<file path="config.mk">
export PLATFORM = sky130hd
export DESIGN_NAME = c_punctuator_tokenizer_flat
export DESIGN_NICKNAME = d
export VERILOG_FILES = /design/src/rtl/cpt_pkg.sv /design/src/rtl/cpt_if.sv /design/src/rtl/cpt_step.sv /design/src/rtl/cpt_emit.sv /design/src/rtl/c_punctuator_tokenizer.sv /design/src/flat_wrapper.sv
export SDC_FILE = /design/constraint.sdc
export NUM_CORES = 1
export LEC_CHECK = 0
export ABC_AREA = 1
export BUFFER_PORTS_ARGS = -buffer_cell sky130_fd_sc_hd__buf_2
export CELL_PAD_IN_SITES_DETAIL_PLACEMENT = 1
export CELL_PAD_IN_SITES_GLOBAL_PLACEMENT = 1
export CORE_UTILIZATION = 47
export DETAILED_ROUTE_END_ITERATION = 8
export GPL_TIMING_DRIVEN = 0
export PLACE_DENSITY_LB_ADDON = 0.1
export SYNTH_ARGS = -nofsm -noshare
export SYNTH_HDL_FRONTEND = slang
export SYNTH_SLANG_ARGS = --single-unit
export TNS_END_PERCENT = 30
</file>
<file path="constraint.sdc">
create_clock -name clk -period 5.5 [get_ports clk]
set_input_delay 0.825 -clock clk [delete_from_list [all_inputs] [get_ports clk]]
set_output_delay 0.825 -clock clk [all_outputs]
set_load 0.005 [all_outputs]
</file>
<file path="src/rtl/cpt_pkg.sv">
// Shared types, character and token codes, and punctuator lookup functions.
`timescale 1ns / 1ps
package cpt_pkg;

  localparam int POS_WIDTH_DEF = 16;
  localparam int OUT_POS_W = 16;

  // Result kinds.
  localparam logic [1:0] RK_TOKEN   = 2'd0;
  localparam logic [1:0] RK_END     = 2'd1;
  localparam logic [1:0] RK_UNTERM  = 2'd2;
  localparam logic [1:0] RK_BADCHAR = 2'd3;

  // Scan modes.
  localparam logic [1:0] MODE_NORMAL     = 2'd0;
  localparam logic [1:0] MODE_LINE       = 2'd1;
  localparam logic [1:0] MODE_BLOCK      = 2'd2;
  localparam logic [1:0] MODE_BLOCK_STAR = 2'd3;

  // Held byte counts.
  localparam logic [1:0] HELD_NONE = 2'd0;
  localparam logic [1:0] HELD_ONE  = 2'd1;

  // Characters.
  localparam logic [7:0] CH_NUL    = 8'h00;
  localparam logic [7:0] CH_TAB    = 8'h09;
  localparam logic [7:0] CH_LF     = 8'h0A;
  localparam logic [7:0] CH_CR     = 8'h0D;
  localparam logic [7:0] CH_SPACE  = 8'h20;
  localparam logic [7:0] CH_BANG   = 8'h21;
  localparam logic [7:0] CH_PCT    = 8'h25;
  localparam logic [7:0] CH_AMP    = 8'h26;
  localparam logic [7:0] CH_LPAREN = 8'h28;
  localparam logic [7:0] CH_RPAREN = 8'h29;
  localparam logic [7:0] CH_STAR   = 8'h2A;
  localparam logic [7:0] CH_PLUS   = 8'h2B;
  localparam logic [7:0] CH_COMMA  = 8'h2C;
  localparam logic [7:0] CH_MINUS  = 8'h2D;
  localparam logic [7:0] CH_DOT    = 8'h2E;
  localparam logic [7:0] CH_SLASH  = 8'h2F;
  localparam logic [7:0] CH_COLON  = 8'h3A;
  localparam logic [7:0] CH_SEMI   = 8'h3B;
  localparam logic [7:0] CH_LT     = 8'h3C;
  localparam logic [7:0] CH_EQ     = 8'h3D;
  localparam logic [7:0] CH_GT     = 8'h3E;
  localparam logic [7:0] CH_QUEST  = 8'h3F;
  localparam logic [7:0] CH_LBRACK = 8'h5B;
  localparam logic [7:0] CH_BSLASH = 8'h5C;
  localparam logic [7:0] CH_RBRACK = 8'h5D;
  localparam logic [7:0] CH_CARET  = 8'h5E;
  localparam logic [7:0] CH_LBRACE = 8'h7B;
  localparam logic [7:0] CH_PIPE   = 8'h7C;
  localparam logic [7:0] CH_RBRACE = 8'h7D;
  localparam logic [7:0] CH_TILDE  = 8'h7E;

  // Token codes.
  localparam logic [5:0] TK_SHL_ASSIGN  = 6'd0;
  localparam logic [5:0] TK_SHR_ASSIGN  = 6'd1;
  localparam logic [5:0] TK_LAND_ASSIGN = 6'd2;
  localparam logic [5:0] TK_LOR_ASSIGN  = 6'd3;
  localparam logic [5:0] TK_ELLIPSIS    = 6'd4;
  localparam logic [5:0] TK_ADD_ASSIGN  = 6'd5;
  localparam logic [5:0] TK_SUB_ASSIGN  = 6'd6;
  localparam logic [5:0] TK_MUL_ASSIGN  = 6'd7;
  localparam logic [5:0] TK_DIV_ASSIGN  = 6'd8;
  localparam logic [5:0] TK_MOD_ASSIGN  = 6'd9;
  localparam logic [5:0] TK_NE          = 6'd10;
  localparam logic [5:0] TK_OR_ASSIGN   = 6'd11;
  localparam logic [5:0] TK_AND_ASSIGN  = 6'd12;
  localparam logic [5:0] TK_XOR_ASSIGN  = 6'd13;
  localparam logic [5:0] TK_GE          = 6'd14;
  localparam logic [5:0] TK_LE          = 6'd15;
  localparam logic [5:0] TK_EQEQ        = 6'd16;
  localparam logic [5:0] TK_INC         = 6'd17;
  localparam logic [5:0] TK_DEC         = 6'd18;
  localparam logic [5:0] TK_SHR         = 6'd19;
  localparam logic [5:0] TK_SHL         = 6'd20;
  localparam logic [5:0] TK_LAND        = 6'd21;
  localparam logic [5:0] TK_LOR         = 6'd22;
  localparam logic [5:0] TK_ARROW       = 6'd23;
  localparam logic [5:0] TK_PLUS        = 6'd24;
  localparam logic [5:0] TK_MINUS       = 6'd25;
  localparam logic [5:0] TK_STAR        = 6'd26;
  localparam logic [5:0] TK_SLASH       = 6'd27;
  localparam logic [5:0] TK_BSLASH      = 6'd28;
  localparam logic [5:0] TK_PCT         = 6'd29;
  localparam logic [5:0] TK_LBRACE      = 6'd30;
  localparam logic [5:0] TK_RBRACE      = 6'd31;
  localparam logic [5:0] TK_LBRACK      = 6'd32;
  localparam logic [5:0] TK_RBRACK      = 6'd33;
  localparam logic [5:0] TK_LPAREN      = 6'd34;
  localparam logic [5:0] TK_RPAREN      = 6'd35;
  localparam logic [5:0] TK_PIPE        = 6'd36;
  localparam logic [5:0] TK_AMP         = 6'd37;
  localparam logic [5:0] TK_CARET       = 6'd38;
  localparam logic [5:0] TK_ASSIGN      = 6'd39;
  localparam logic [5:0] TK_GT          = 6'd40;
  localparam logic [5:0] TK_LT          = 6'd41;
  localparam logic [5:0] TK_BANG        = 6'd42;
  localparam logic [5:0] TK_QUEST       = 6'd43;
  localparam logic [5:0] TK_TILDE       = 6'd44;
  localparam logic [5:0] TK_COMMA       = 6'd45;
  localparam logic [5:0] TK_DOT         = 6'd46;
  localparam logic [5:0] TK_COLON       = 6'd47;
  localparam logic [5:0] TK_SEMI        = 6'd48;
  localparam logic [5:0] TK_MAX         = TK_SEMI;

  typedef struct packed {
    logic       hit;
    logic [5:0] code;
  } lookup_t;

  typedef struct packed {
    logic [1:0]  kind;
    logic [5:0]  ttype;
    logic [15:0] row;
    logic [15:0] col;
  } res_t;

  // Up to three results caused by one request.
  typedef struct packed {
    logic [1:0]      cnt;
    res_t [2:0]      item;
  } bundle_t;

  // Scanner control state apart from the position counters.
  typedef struct packed {
    logic [1:0] count;
    logic [7:0] held;
    logic [1:0] mode;
    logic       drop;
  } scan_t;

  function automatic lookup_t single_code(input logic [7:0] c);
    lookup_t r;
    r.hit = 1'b1;
    case (c)
      CH_PLUS:   r.code = TK_PLUS;
      CH_MINUS:  r.code = TK_MINUS;
      CH_STAR:   r.code = TK_STAR;
      CH_SLASH:  r.code = TK_SLASH;
      CH_BSLASH: r.code = TK_BSLASH;
      CH_PCT:    r.code = TK_PCT;
      CH_LBRACE: r.code = TK_LBRACE;
      CH_RBRACE: r.code = TK_RBRACE;
      CH_LBRACK: r.code = TK_LBRACK;
      CH_RBRACK: r.code = TK_RBRACK;
      CH_LPAREN: r.code = TK_LPAREN;
      CH_RPAREN: r.code = TK_RPAREN;
      CH_PIPE:   r.code = TK_PIPE;
      CH_AMP:    r.code = TK_AMP;
      CH_CARET:  r.code = TK_CARET;
      CH_EQ:     r.code = TK_ASSIGN;
      CH_GT:     r.code = TK_GT;
      CH_LT:     r.code = TK_LT;
      CH_BANG:   r.code = TK_BANG;
      CH_QUEST:  r.code = TK_QUEST;
      CH_TILDE:  r.code = TK_TILDE;
      CH_COMMA:  r.code = TK_COMMA;
      CH_DOT:    r.code = TK_DOT;
      CH_COLON:  r.code = TK_COLON;
      CH_SEMI:   r.code = TK_SEMI;
      default: begin
        r.hit  = 1'b0;
        r.code = TK_SHL_ASSIGN;
      end
    endcase
    return r;
  endfunction

  function automatic lookup_t eq_code(input logic [7:0] c);
    lookup_t r;
    r.hit = 1'b1;
    case (c)
      CH_PLUS:  r.code = TK_ADD_ASSIGN;
      CH_MINUS: r.code = TK_SUB_ASSIGN;
      CH_STAR:  r.code = TK_MUL_ASSIGN;
      CH_SLASH: r.code = TK_DIV_ASSIGN;
      CH_PCT:   r.code = TK_MOD_ASSIGN;
      CH_BANG:  r.code = TK_NE;
      CH_PIPE:  r.code = TK_OR_ASSIGN;
      CH_AMP:   r.code = TK_AND_ASSIGN;
      CH_CARET: r.code = TK_XOR_ASSIGN;
      CH_GT:    r.code = TK_GE;
      CH_LT:    r.code = TK_LE;
      CH_EQ:    r.code = TK_EQEQ;
      default: begin
        r.hit  = 1'b0;
        r.code = TK_SHL_ASSIGN;
      end
    endcase
    return r;
  endfunction

  function automatic lookup_t twin_code(input logic [7:0] c);
    lookup_t r;
    r.hit = 1'b1;
    case (c)
      CH_PLUS:  r.code = TK_INC;
      CH_MINUS: r.code = TK_DEC;
      CH_GT:    r.code = TK_SHR;
      CH_LT:    r.code = TK_SHL;
      CH_AMP:   r.code = TK_LAND;
      CH_PIPE:  r.code = TK_LOR;
      default: begin
        r.hit  = 1'b0;
        r.code = TK_SHL_ASSIGN;
      end
    endcase
    return r;
  endfunction

  function automatic lookup_t triple_code(input logic [7:0] c);
    lookup_t r;
    r.hit = 1'b1;
    case (c)
      CH_LT:   r.code = TK_SHL_ASSIGN;
      CH_GT:   r.code = TK_SHR_ASSIGN;
      CH_AMP:  r.code = TK_LAND_ASSIGN;
      CH_PIPE: r.code = TK_LOR_ASSIGN;
      default: begin
        r.hit  = 1'b0;
        r.code = TK_SHL_ASSIGN;
      end
    endcase
    return r;
  endfunction

  function automatic logic is_space(input logic [7:0] c);
    return (c == CH_SPACE) || ((c >= CH_TAB) && (c <= CH_CR));
  endfunction

  function automatic res_t make_tok(input logic [5:0] code);
    res_t r;
    r.kind  = RK_TOKEN;
    r.ttype = code;
    r.row   = '0;
    r.col   = '0;
    return r;
  endfunction

endpackage

</file>
<file path="src/rtl/cpt_if.sv">
// Valid/ready channel interfaces for source bytes and tokenizer results.
`timescale 1ns / 1ps
interface cpt_text_if;
  logic       valid;
  logic       ready;
  logic [7:0] ch;
  logic       at_end;

  modport source (output valid, output ch, output at_end, input ready);
  modport sink (input valid, input ch, input at_end, output ready);
endinterface

interface cpt_token_if;
  logic        valid;
  logic        ready;
  logic [1:0]  result_kind;
  logic [5:0]  token_type;
  logic [15:0] err_row;
  logic [15:0] err_col;
  logic        run_last;

  modport source (output valid, output result_kind, output token_type, output err_row,
                  output err_col, output run_last, input ready);
  modport sink (input valid, input result_kind, input token_type, input err_row,
                input err_col, input run_last, output ready);
endinterface

</file>
<file path="src/rtl/cpt_step.sv">
// Next-state and result logic for one source byte.
`timescale 1ns / 1ps
module cpt_step #(
  parameter int POS_WIDTH = cpt_pkg::POS_WIDTH_DEF
) (
  input  cpt_pkg::scan_t         st,
  input  logic [POS_WIDTH-1:0]   line,
  input  logic [POS_WIDTH-1:0]   col,
  input  logic [7:0]             ch,
  input  logic                   at_end,
  output cpt_pkg::scan_t         st_next,
  output logic [POS_WIDTH-1:0]   line_next,
  output logic [POS_WIDTH-1:0]   col_next,
  output cpt_pkg::bundle_t       bundle
);

  localparam int EXT_W = (POS_WIDTH > cpt_pkg::OUT_POS_W) ? POS_WIDTH : cpt_pkg::OUT_POS_W;
  localparam logic [POS_WIDTH-1:0] POS_ONE = POS_WIDTH'(1);
  localparam logic [POS_WIDTH-1:0] POS_MAX = {POS_WIDTH{1'b1}};

  function automatic logic [15:0] sat16(input logic [POS_WIDTH-1:0] p);
    logic [EXT_W-1:0] e;
    e = EXT_W'(p);
    return (e > EXT_W'(16'hFFFF)) ? 16'hFFFF : e[15:0];
  endfunction

  logic [15:0] row16;
  logic [15:0] col16;

  assign row16 = sat16(line);
  assign col16 = sat16(col);

  always_comb begin
    cpt_pkg::res_t   [2:0] r;
    logic [1:0]            n;
    logic                  run_first;
    logic                  ending;
    logic [7:0]            h;
    cpt_pkg::lookup_t      sgl_h;
    cpt_pkg::lookup_t      eq_h;
    cpt_pkg::lookup_t      twin_h;
    cpt_pkg::lookup_t      tri_h;
    cpt_pkg::lookup_t      sgl_c;
    cpt_pkg::lookup_t      eq_c;

    r         = '0;
    n         = 2'd0;
    run_first = 1'b0;
    st_next   = st;
    line_next = line;
    col_next  = col;
    ending    = at_end || (ch == cpt_pkg::CH_NUL);
    h         = st.held;
    sgl_h     = cpt_pkg::single_code(h);
    eq_h      = cpt_pkg::eq_code(h);
    twin_h    = cpt_pkg::twin_code(h);
    tri_h     = cpt_pkg::triple_code(h);
    sgl_c     = cpt_pkg::single_code(ch);
    eq_c      = cpt_pkg::eq_code(ch);

    if (ending) begin
      if (!st.drop) begin
        if ((st.mode == cpt_pkg::MODE_BLOCK) || (st.mode == cpt_pkg::MODE_BLOCK_STAR)) begin
          r[n] = '{kind: cpt_pkg::RK_UNTERM, ttype: 6'd0, row: row16, col: col16};
          n = n + 2'd1;
        end else begin
          if (st.count == cpt_pkg::HELD_ONE) begin
            r[n] = cpt_pkg::make_tok(sgl_h.code);
            n = n + 2'd1;
          end else if (st.count != cpt_pkg::HELD_NONE) begin
            if (h == cpt_pkg::CH_DOT) begin
              r[n] = cpt_pkg::make_tok(cpt_pkg::TK_DOT);
              n = n + 2'd1;
              r[n] = cpt_pkg::make_tok(cpt_pkg::TK_DOT);
              n = n + 2'd1;
            end else begin
              r[n] = cpt_pkg::make_tok(twin_h.code);
              n = n + 2'd1;
            end
          end
          r[n] = '{kind: cpt_pkg::RK_END, ttype: 6'd0, row: 16'd0, col: 16'd0};
          n = n + 2'd1;
        end
      end
      st_next.count = cpt_pkg::HELD_NONE;
      st_next.mode  = cpt_pkg::MODE_NORMAL;
      st_next.drop  = 1'b0;
      line_next     = POS_ONE;
      col_next      = POS_ONE;
    end else begin
      if (!st.drop) begin
        case (st.mode)
          cpt_pkg::MODE_LINE: begin
            if (ch == cpt_pkg::CH_LF) begin
              st_next.mode = cpt_pkg::MODE_NORMAL;
            end
          end
          cpt_pkg::MODE_BLOCK: begin
            if (ch == cpt_pkg::CH_STAR) begin
              st_next.mode = cpt_pkg::MODE_BLOCK_STAR;
            end
          end
          cpt_pkg::MODE_BLOCK_STAR: begin
            if (ch == cpt_pkg::CH_SLASH) begin
              st_next.mode = cpt_pkg::MODE_NORMAL;
            end else if (ch != cpt_pkg::CH_STAR) begin
              st_next.mode = cpt_pkg::MODE_BLOCK;
            end
          end
          default: begin
            st_next.mode  = cpt_pkg::MODE_NORMAL;
            st_next.count = cpt_pkg::HELD_NONE;
            case (st.count)
              cpt_pkg::HELD_NONE: begin
                run_first = 1'b1;
              end
              cpt_pkg::HELD_ONE: begin
                if ((h == cpt_pkg::CH_SLASH) && (ch == cpt_pkg::CH_SLASH)) begin
                  st_next.mode = cpt_pkg::MODE_LINE;
                end else if ((h == cpt_pkg::CH_SLASH) && (ch == cpt_pkg::CH_STAR)) begin
                  st_next.mode = cpt_pkg::MODE_BLOCK;
                end else if ((ch == cpt_pkg::CH_EQ) && eq_h.hit) begin
                  r[n] = cpt_pkg::make_tok(eq_h.code);
                  n = n + 2'd1;
                end else if ((ch == h) && (tri_h.hit || (h == cpt_pkg::CH_DOT))) begin
                  st_next.count = cpt_pkg::HELD_ONE + 2'd1;
                end else if ((ch == h) && twin_h.hit) begin
                  r[n] = cpt_pkg::make_tok(twin_h.code);
                  n = n + 2'd1;
                end else if ((h == cpt_pkg::CH_MINUS) && (ch == cpt_pkg::CH_GT)) begin
                  r[n] = cpt_pkg::make_tok(cpt_pkg::TK_ARROW);
                  n = n + 2'd1;
                end else begin
                  r[n] = cpt_pkg::make_tok(sgl_h.code);
                  n = n + 2'd1;
                  run_first = 1'b1;
                end
              end
              default: begin
                if (h == cpt_pkg::CH_DOT) begin
                  if (ch == cpt_pkg::CH_DOT) begin
                    r[n] = cpt_pkg::make_tok(cpt_pkg::TK_ELLIPSIS);
                    n = n + 2'd1;
                  end else begin
                    r[n] = cpt_pkg::make_tok(cpt_pkg::TK_DOT);
                    n = n + 2'd1;
                    r[n] = cpt_pkg::make_tok(cpt_pkg::TK_DOT);
                    n = n + 2'd1;
                    run_first = 1'b1;
                  end
                end else if (ch == cpt_pkg::CH_EQ) begin
                  r[n] = cpt_pkg::make_tok(tri_h.code);
                  n = n + 2'd1;
                end else begin
                  r[n] = cpt_pkg::make_tok(twin_h.code);
                  n = n + 2'd1;
                  run_first = 1'b1;
                end
              end
            endcase
            if (run_first) begin
              if (cpt_pkg::is_space(ch)) begin
                st_next.count = cpt_pkg::HELD_NONE;
              end else if (eq_c.hit || (ch == cpt_pkg::CH_DOT)) begin
                st_next.held  = ch;
                st_next.count = cpt_pkg::HELD_ONE;
              end else if (sgl_c.hit) begin
                r[n] = cpt_pkg::make_tok(sgl_c.code);
                n = n + 2'd1;
              end else begin
                r[n] = '{kind: cpt_pkg::RK_BADCHAR, ttype: 6'd0, row: row16, col: col16};
                n = n + 2'd1;
                st_next.drop = 1'b1;
              end
            end
          end
        endcase
      end
      if (ch == cpt_pkg::CH_LF) begin
        line_next = (line != POS_MAX) ? line + POS_ONE : line;
        col_next  = POS_ONE;
      end else begin
        col_next = (col != POS_MAX) ? col + POS_ONE : col;
      end
    end

    bundle.cnt  = n;
    bundle.item = r;
  end

endmodule

</file>
<file path="src/rtl/cpt_emit.sv">
// Result register that holds one bundle and hands its results out one per cycle while tokens is ready.
`timescale 1ns / 1ps
module cpt_emit (
  input  logic               clk,
  input  logic               rst,
  input  logic               load,
  input  cpt_pkg::bundle_t   bundle,
  output logic               can_load,
  cpt_token_if.source        tokens
);

  logic             busy;
  logic [1:0]       idx;
  cpt_pkg::bundle_t held;
  cpt_pkg::res_t    cur;
  logic             last;
  logic             take;

  assign cur      = held.item[idx];
  assign last     = (idx == (held.cnt - 2'd1));
  assign take     = busy && tokens.ready;
  assign can_load = !busy || (take && last);

  always_ff @(posedge clk) begin
    if (rst) begin
      busy <= 1'b0;
      idx  <= 2'd0;
    end else if (load) begin
      busy <= 1'b1;
      idx  <= 2'd0;
    end else if (take && last) begin
      busy <= 1'b0;
      idx  <= 2'd0;
    end else if (take) begin
      idx <= idx + 2'd1;
    end
  end

  always_ff @(posedge clk) begin
    if (load) begin
      held <= bundle;
    end
  end

  assign tokens.valid       = busy;
  assign tokens.result_kind = cur.kind;
  assign tokens.token_type  = cur.ttype;
  assign tokens.err_row     = cur.row;
  assign tokens.err_col     = cur.col;
  assign tokens.run_last    = last;

endmodule

</file>
<file path="src/rtl/c_punctuator_tokenizer.sv">
// Top level of the C punctuator tokenizer.
`timescale 1ns / 1ps
// The tokenizer takes one source byte per request on text and returns
// punctuator tokens, an end token, or an error with its row and column on
// tokens, one result per cycle while tokens is ready, with run_last marking
// the final result of a byte. A byte is registered on entry, its results are
// formed from that register and loaded into the result register, from which
// the first result is offered. While tokens is ready, bytes that yield zero
// or one result are taken every cycle; a byte that yields several results
// holds the single result port until all of them have left, and the next
// byte is taken as the last of them leaves. White space and comment bytes
// yield no result, but they still wait in the input register while the
// results of an earlier byte are leaving.
module c_punctuator_tokenizer #(
  parameter int POS_WIDTH = cpt_pkg::POS_WIDTH_DEF
) (
  input logic         clk,
  input logic         rst,
  cpt_text_if.sink    text,
  cpt_token_if.source tokens
);

  logic                 in_valid;
  logic [7:0]           in_ch;
  logic                 in_end;
  logic                 can_load;
  logic                 advance;
  cpt_pkg::scan_t       st;
  cpt_pkg::scan_t       st_next;
  logic [POS_WIDTH-1:0] line;
  logic [POS_WIDTH-1:0] line_next;
  logic [POS_WIDTH-1:0] col;
  logic [POS_WIDTH-1:0] col_next;
  cpt_pkg::bundle_t     bundle;

  assign advance    = in_valid && can_load;
  assign text.ready = !in_valid || advance;

  always_ff @(posedge clk) begin
    if (rst) begin
      in_valid <= 1'b0;
    end else if (text.ready) begin
      in_valid <= text.valid;
    end
  end

  always_ff @(posedge clk) begin
    if (text.valid && text.ready) begin
      in_ch  <= text.ch;
      in_end <= text.at_end;
    end
  end

  always_ff @(posedge clk) begin
    if (rst) begin
      st.count <= cpt_pkg::HELD_NONE;
      st.held  <= cpt_pkg::CH_NUL;
      st.mode  <= cpt_pkg::MODE_NORMAL;
      st.drop  <= 1'b0;
      line     <= POS_WIDTH'(1);
      col      <= POS_WIDTH'(1);
    end else if (advance) begin
      st   <= st_next;
      line <= line_next;
      col  <= col_next;
    end
  end

  cpt_step #(
    .POS_WIDTH(POS_WIDTH)
  ) u_step (
    .st        (st),
    .line      (line),
    .col       (col),
    .ch        (in_ch),
    .at_end    (in_end),
    .st_next   (st_next),
    .line_next (line_next),
    .col_next  (col_next),
    .bundle    (bundle)
  );

  cpt_emit u_emit (
    .clk      (clk),
    .rst      (rst),
    .load     (advance && (bundle.cnt != 2'd0)),
    .bundle   (bundle),
    .can_load (can_load),
    .tokens   (tokens)
  );

endmodule

</file>
<file path="src/flat_wrapper.sv">
// flat-port wrapper written by rule: the top's interface ports become plain ports
module c_punctuator_tokenizer_flat 
#(
  parameter int POS_WIDTH = cpt_pkg::POS_WIDTH_DEF
)
  (clk, rst, text_valid, text_ch, text_at_end, text_ready, tokens_valid, tokens_result_kind, tokens_token_type, tokens_err_row, tokens_err_col, tokens_run_last, tokens_ready);
  cpt_text_if text_i ();
  cpt_token_if tokens_i ();
  input logic clk;
  input logic rst;
  input wire logic [$bits(text_i.valid)-1:0] text_valid;
  input wire logic [$bits(text_i.ch)-1:0] text_ch;
  input wire logic [$bits(text_i.at_end)-1:0] text_at_end;
  output wire logic [$bits(text_i.ready)-1:0] text_ready;
  output wire logic [$bits(tokens_i.valid)-1:0] tokens_valid;
  output wire logic [$bits(tokens_i.result_kind)-1:0] tokens_result_kind;
  output wire logic [$bits(tokens_i.token_type)-1:0] tokens_token_type;
  output wire logic [$bits(tokens_i.err_row)-1:0] tokens_err_row;
  output wire logic [$bits(tokens_i.err_col)-1:0] tokens_err_col;
  output wire logic [$bits(tokens_i.run_last)-1:0] tokens_run_last;
  input wire logic [$bits(tokens_i.ready)-1:0] tokens_ready;
  assign text_i.valid = text_valid;
  assign text_i.ch = text_ch;
  assign text_i.at_end = text_at_end;
  assign text_ready = text_i.ready;
  assign tokens_valid = tokens_i.valid;
  assign tokens_result_kind = tokens_i.result_kind;
  assign tokens_token_type = tokens_i.token_type;
  assign tokens_err_row = tokens_i.err_row;
  assign tokens_err_col = tokens_i.err_col;
  assign tokens_run_last = tokens_i.run_last;
  assign tokens_i.ready = tokens_ready;
  c_punctuator_tokenizer #(.POS_WIDTH(POS_WIDTH)) u_core (.clk(clk), .rst(rst), .text(text_i), .tokens(tokens_i));
endmodule
</file>
# After elaboration in Yosys (flattened, before gate mapping)
# Index checks and enable logic that the tools add are counted.
[word_totals]
reg_bits = 180
input_bits = 13
output_inout_bits = 43
[classes]
order_cmp = 9
muxes = 131
n_bitwise = 7
n_reduce_logical = 44
add_sub_neg = 6
n_eq_ne = 66
[op_table]
columns = ["operator", "count"]
rows = [
  ["120-bit 2-to-1 mux", 8],
  ["40-bit 2-to-1 mux", 19],
  ["38-bit 2-to-1 mux", 13],
  ["6-bit case mux with 25 select lines", 2],
  ["8-bit by 6-bit == test with 1-bit output, second input constant", 35],
  ["120-bit bitwise mux", 2],
  ["40-bit demux with 2-bit select", 2],
  ["8-bit by 7-bit == test with 1-bit output, second input constant", 16],
  ["16-bit 2-to-1 mux", 8],
  ["78-bit by 117-bit bitwise AND with 117-bit output", 1],
  ["117-bit NOT", 1],
  ["40-bit binary-select mux with 2-bit select", 1],
  ["80-bit 2-to-1 mux", 1],
  ["40-bit case mux with 2 select lines", 1],
  ["78-bit 2-to-1 mux", 1],
  ["2-bit 2-to-1 mux", 33],
  ["5-bit case mux with 12 select lines", 1],
  ["16-bit by 1-bit adder with 16-bit output, second input constant", 2],
  ["16-bit > comparator, second input constant", 2],
  ["16-bit inequality test, second input constant", 2],
  ["10-bit 2-to-1 mux", 3],
  ["5-bit case mux with 6 select lines", 1],
  ["1-bit 2-to-1 mux", 28],
  ["25-bit OR reduction", 1],
  ["41 further kinds", 79],
]

# Longest topological paths before layout
[depth]
ltp_word = 25
mapped_depth = 20
depth_no_buf = 19

# Hierarchy
# From an unflattened synthesis, not the netlist that was laid out.
[unflattened]
cells_unflattened = 1458
hier_area_um2 = 10810.4
[by_module_without_submodules]
columns = ["mod", "seq_area_each_um2", "cells_each", "area_each_um2", "n_inst"]
rows = [
  ["cpt_emit", 3723.6, 335, 4755.8, 1],
  ["cpt_step", 0.0, 825, 3917.5, 1],
  ["c_punctuator_tokenizer", 1191.1, 298, 2137.0, 1],
]

# Worst setup path after synthesis
# Ideal clock, no wire load.
[synth_timing]
path_type = "reg2reg"
startpoint = "register u_core.in_ch[4]"
endpoint = "register u_core.u_emit.held[0] in the netlist's numbering, enable pin"
slack_ps = 654
synth_period_minus_slack_ps = 4846
t_required_ps = 5025
t_arrival_ps = 4371
stages_incl_launch_ff = 16
cell_sequence = "edfxtp_1 inv_2 nand2_1 nor2_1 buf_6 nand2_2 a21oi_2 nor2_1 nand2_2 nand2_2 ha_1 nor2_1 nor2_1 nand2_1 nand2_1 inv_1"
[synth_via]
elab_chain_len = 19
word_cells_on_any_way = 62
classes_between = "1 x add/sub; 2 x order compare; 15 x eq/ne; 30 x mux; 14 x reduce/logical"
[synth_lines]
columns = ["item", "line", "rtl"]
rows = [
  ["from (decl)", "c_punctuator_tokenizer.sv:24", "logic [7:0] in_ch;"],
  ["from (signal assigned)", "c_punctuator_tokenizer.sv:49", "in_ch <= text.ch;"],
  ["8-bit == test", "cpt_step.sv:125, cpt_step.sv:127", ""],
  ["1-bit logical AND", "cpt_step.sv:125", "end else if ((ch == h) && (tri_h.hit || (h == cpt_pkg::CH_DOT))) begin"],
  ["1-bit 2-to-1 mux", "cpt_step.sv:125", ""],
  ["1-bit 2-to-1 mux", "cpt_step.sv:122", "end else if ((ch == cpt_pkg::CH_EQ) && eq_h.hit) begin"],
  ["1-bit 2-to-1 mux", "cpt_step.sv:120", "end else if ((h == cpt_pkg::CH_SLASH) && (ch == cpt_pkg::CH_STAR)) begin"],
  ["1-bit 2-to-1 mux", "cpt_step.sv:118", "if ((h == cpt_pkg::CH_SLASH) && (ch == cpt_pkg::CH_SLASH)) begin"],
  ["2-bit case mux with 2 select lines", "cpt_step.sv:113", "case (st.count)"],
  ["2-bit 2-to-1 mux", "cpt_step.sv:92", "case (st.mode)"],
  ["[... 4 more ...]", "-", ""],
  ["2-bit 2-to-1 mux", "cpt_step.sv:162", "if (cpt_pkg::is_space(ch)) begin"],
  ["2-bit 2-to-1 mux", "cpt_step.sv:161", "if (run_first) begin"],
  ["2-bit 2-to-1 mux", "cpt_step.sv:92", ""],
  ["2-bit 2-to-1 mux", "cpt_step.sv:91", "if (!st.drop) begin"],
  ["2-bit 2-to-1 mux *", "cpt_step.sv:61", "if (ending) begin"],
  ["2-bit nonzero test *", "c_punctuator_tokenizer.sv:86", ".load (advance && (bundle.cnt != 2'd0)),"],
  ["1-bit logical AND *", "c_punctuator_tokenizer.sv:86", ""],
  ["via u_core.u_emit.load", "cpt_emit.sv:6", "input logic load,"],
  ["to (signal assigned)", "cpt_emit.sv:41", "held <= bundle;"],
  ["to (decl)", "cpt_emit.sv:14", "cpt_pkg::bundle_t held;"],
]
# The timed path passes the listed nets; every way through them passes the cells marked *. The select of a mux whose other input is x is not followed.
# A chain may end at the register's enable or synchronous reset.

# Final worst setup path
[layout_timing]
startpoint = "register u_core.in_ch[0]"
endpoint = "register u_core.u_emit.held[48] in the netlist's numbering, enable pin"
# The elaborated chain is that of the path after synthesis.

==> metrics.md <==
| Metric | Value |
|---|---|
| CP required | between 5000 and 6000 ps |
| Status | complete, no violations |
| Post-DP HPWL | roughly 22 mm |
| TritonCTS clock tree | yes |
| Root buffer cell | clkbuf_16 |
| Internal Power | 2.265 mW |
| LEAKAGE | ~4.8 nW |
| Layout area overhead | 12.18% |
| Starting DRT DRC Count | 601 |
| Slew @ Worst Pin | between 800 and 900 ps |
| R2R cell count | 13 |
| Setup slack, reg-to-reg | about 1800 ps |
| F_max | around 270 MHz |
| Startpoint types | flip-flop |
| Post_cts resized | 0 |
| Post-synth EDFFs | between 100 and 150 |
| Syn_area_per_cell | roughly 8.0 sq um |
| Total grt overflow | 0 |
| Slew Limit Headroom | 0.4318 |
| Switching Fraction | 0.2737 |
| Commonest non-fill, non-tap cell in the layout | nor2_1 |
| Port bufs | between 50 and 60 |
| Syn nets | ~1,300 |
| CTS H-tree lvls | 4 |
| Setup Buffers After CTS | 0 |
| Largest vdd supply drop | about 0.25 mV |
| DIE AREA | roughly 23,000 sq um |
| Post-Synth Adder-Cell Area | 0.006076 |
| Worst-path cell chain | buf_2 > nor2_1 > inv_1 > nor2_1 > a21oi_2 > nor3_1 > nand2_1 > o21ai_1 > nor2_1 > nand2_1 > nand2_1 > inv_4 > buf_16 |
| Synth area leader | edfxtp_1 |
| Clock share of power | 0.406 |
| Top delay family on crit path | simple AND/OR/NAND/NOR gates |
| Vias in the first global route | 9,216 |
| Area contributors post-synth | edfxtp_1, nor2_1, dfxtp_1, nand2_1, nand3_1 |
| CTS clk-pin slew, worst paths | about 80 ps |
| DRC Markers | 0 |
| Die Ht | roughly 150 um |
| Clock buffer depth | 2 |
| Core area | roughly 21,000 sq um |
| Simple-gate portion of the synthesized area | 0.3177 |
| Via/cell ratio | between 5 and 6 |
| Compound-Gate Fraction of Synth Area | 0.1120 |
| Worst-Skew Late Latency | roughly 430 ps |
| Mapped Area | 10,300 sq um |
| Register cell area after layout | approximately 4900 sq um |
| Hold Path Depth | 2 |
| Multiplexer share of the synthesized area | 0 |
| Critical path capture point type | flip-flop |
| Gpl congestion | approximately 0.9 |
| Initial antenna violation count | 0 |
| Initial Utilization | 0.4852 |
| Routed length per instance | ~18 um |
| Setup Skew | slightly above 10 ps |
| RSZ-0062 raised after global routing | false |
| Critical R2R Launch | u_core.in_ch[0]$_DFFE_PP_ |
| Post-synth top area share | 0.3821 |
| Critical Path AT | 3820 ps |
| Highest-count cells in the layout ignoring fill and taps | nor2_1, nand2_1, edfxtp_1, inv_1, nand3_1 |
| Setup WS pre-CTS | about 1800 ps |
| Setup Viol. Count Final | 0 |
| Hold path endpoint | u_core.col[4]$_SDFFE_PP0P_ |
| Max cap viols | 0 |
| Total number of vias | between 9,000 and 10,000 |
| #FFs+latches synth | 180 |
| Final-stage net count | about 1,400 |
| GRT Total Usage | 0.2794 |
| Post-route setup slack | between 1500 and 2000 ps |
| Final slew viol count | 0 |
| DR pass1 iterations | 5 |
| Hold wc startpoint | u_core.col[3]$_SDFFE_PP0P_ |
| CP Class | reg -> reg |
| # clock sinks | between 150 and 200 |
| Largest family of logic cells by synthesized area | simple AND/OR/NAND/NOR gates |
| IO Count | 56 |
| Hold/Removal Path Class | reg -> reg |
| Reg-to-Reg End | u_core.u_emit.held[48]$_SDFFCE_PP0P_ |
| FILL cells | approximately 2,700 |
| Largest net degree at the start of global routing | between 70 and 80 |
| Combinational share of power | 0.100 |
| Antenna Cells | 0 |
| Synth cell types | 47 |
| Die X | 150.0 um |
| Crit-path max cell delay | 600 ps |
| First-pass GRT wire length | slightly below 50 mm |
| Slowest cell on crit path | nor3_1 |
| CP Max Fanout | between 70 and 80 |
| Multi-input gate area | about 4600 sq um |
| Antenna Violating Nets Remaining | 0 |
| Part of the power in registers | 0.494 |
| Min Tclk post-route | between 3000 and 4000 ps |
| Layout cells sized above 1 | 0.1697 |
| Number of buffers created by CTS | 17 |
| Synth async-reset ratio | 0 |
| Placed Area | roughly 11,000 sq um |
| Worst Path Buf+Inv | 4 |
| Drt total wl | between 30 and 40 mm |
| Post-layout instance area | between 10,000 and 15,000 sq um |
| Synth Flop Type | edfxtp_1 |
| Yosys warns | 0 |
| Cts hold-fix bufs | 0 |
| Synthesized instance count | approximately 1,300 |
| Pwr dens | roughly 270 nW/um^2 |
| XOR/XNOR Fraction of Synth Area | 0.01361 |
| Switching Power | 0.8534 mW |
| Fin crit share | 0.6763 |
| Final Hold Viols | 0 |
| Std cell rows | 53 |
| Sequential area share after synthesis | 0.4773 |
power groups by stage:
stage | Clock, mW | Sequential [mW] | Combinational (mW)
after floorplan | 0 | 1.57 | 0.199
after detailed placement | 0 | 1.57 | 0.312
after global placement | 0 | 1.58 | 0.296
after global routing | 1.33 | 1.55 | 0.344
final | 1.27 | 1.54 | 0.311
after CTS | 1.28 | 1.54 | 0.314
metrics by stage:
step / TNS, ps / util / total power, mW / hold slack (ps) / cells
after floorplan: 0 / - / 1.770 / 437.0 / 1280
after global placement: -73950 / 0.5142 / 1.876 / 452.4 / 1609
after detailed placement: 0 / 0.5156 / 1.883 / 460.7 / 1610
after CTS: 0 / 0.5443 / 3.136 / 474.3 / 1642
after global routing: 0 / 0.5443 / 3.218 / 497.5 / 1642
final: 0 / 0.5443 / 3.118 / 468.7 / 1642
synthesized netlist by cell type (12+ instances only):
| cell | number |
|---|---|
| nand3_1 | 93 |
| nand4_1 | 28 |
| nand2_1 | 233 |
| inv_1 | 101 |
| nand2_2 | 21 |
| edfxtp_1 | 131 |
| buf_2 | 12 |
| nor3_1 | 27 |
| clkbuf_1 | 19 |
| nor2_1 | 267 |
| o21ai_0 | 44 |
| xor2_1 | 15 |
| o31ai_1 | 40 |
| a21oi_1 | 40 |
| dfxtp_1 | 49 |
| a21oi_2 | 30 |
| inv_2 | 31 |
worst register-to-register path: stages (launching register included):
cell      delay (ps)
edfxtp_1         370
buf_2            190
nor2_1           250
inv_1             70
nor2_1           190
a21oi_2          120
nor3_1           600
nand2_1          270
o21ai_1          140
nor2_1            70
nand2_1           60
nand2_1          110
inv_4            490
buf_16           390
flip-flops by register name (all words and copies together) (netlist names):
register,flops
u_core.line,16
u_core.in_end,1
u_core.u_emit.tokens.valid,1
u_core.st,13
u_core.in_valid,1
u_core.col,16
u_core.in_ch,8
u_core.u_emit.idx,2
u_core.u_emit.held,122
cell families after synthesis:
group,count (synthesis)
DFF,180
and+or+nand+nor,720
AOI/OAI and AO/OA,177
buffers and inverters,182
adders and majority gates,5
xor gates and xnor gates,16
final cells by class:
cell class              count  area share
well taps                 275     0.02979
plain buffers              49     0.02210
clock inverters            14     0.01560
multi-input cells         918      0.4006
clock buffers              18     0.03716
inverters                 133     0.04344
repair buffers             55     0.02578
flip-flops and latches    180      0.4255
how the worst max path moves through the flow:
stage	slack, ps	cells after the start	startpoint	end
6_report	1780	13	u_core.in_ch[0]$_DFFE_PP_	u_core.u_emit.held[48]$_SDFFCE_PP0P_
5_1_grt	1400	13	u_core.in_ch[0]$_DFFE_PP_	u_core.u_emit.held[48]$_SDFFCE_PP0P_
4_1_cts	1750	13	u_core.in_ch[0]$_DFFE_PP_	u_core.u_emit.held[48]$_SDFFCE_PP0P_
3_5_place_dp	1770	13	u_core.in_ch[0]$_DFFE_PP_	u_core.u_emit.held[1]$_DFFE_PP_
3_3_place_gp	-610	13	u_core.in_ch[6]$_DFFE_PP_	u_core.u_emit.held[41]$_SDFFCE_PP0P_
2_1_floorplan	650	15	u_core.in_ch[4]$_DFFE_PP_	u_core.u_emit.held[0]$_DFFE_PP_
metal layers:
metal	wire (um)	track usage
met5	0	0
met1	14090	0.3723
met4	352	0.06212
met2	14840	0.4840
met3	943	0.03323
Power figures use the tool's default switching activity.
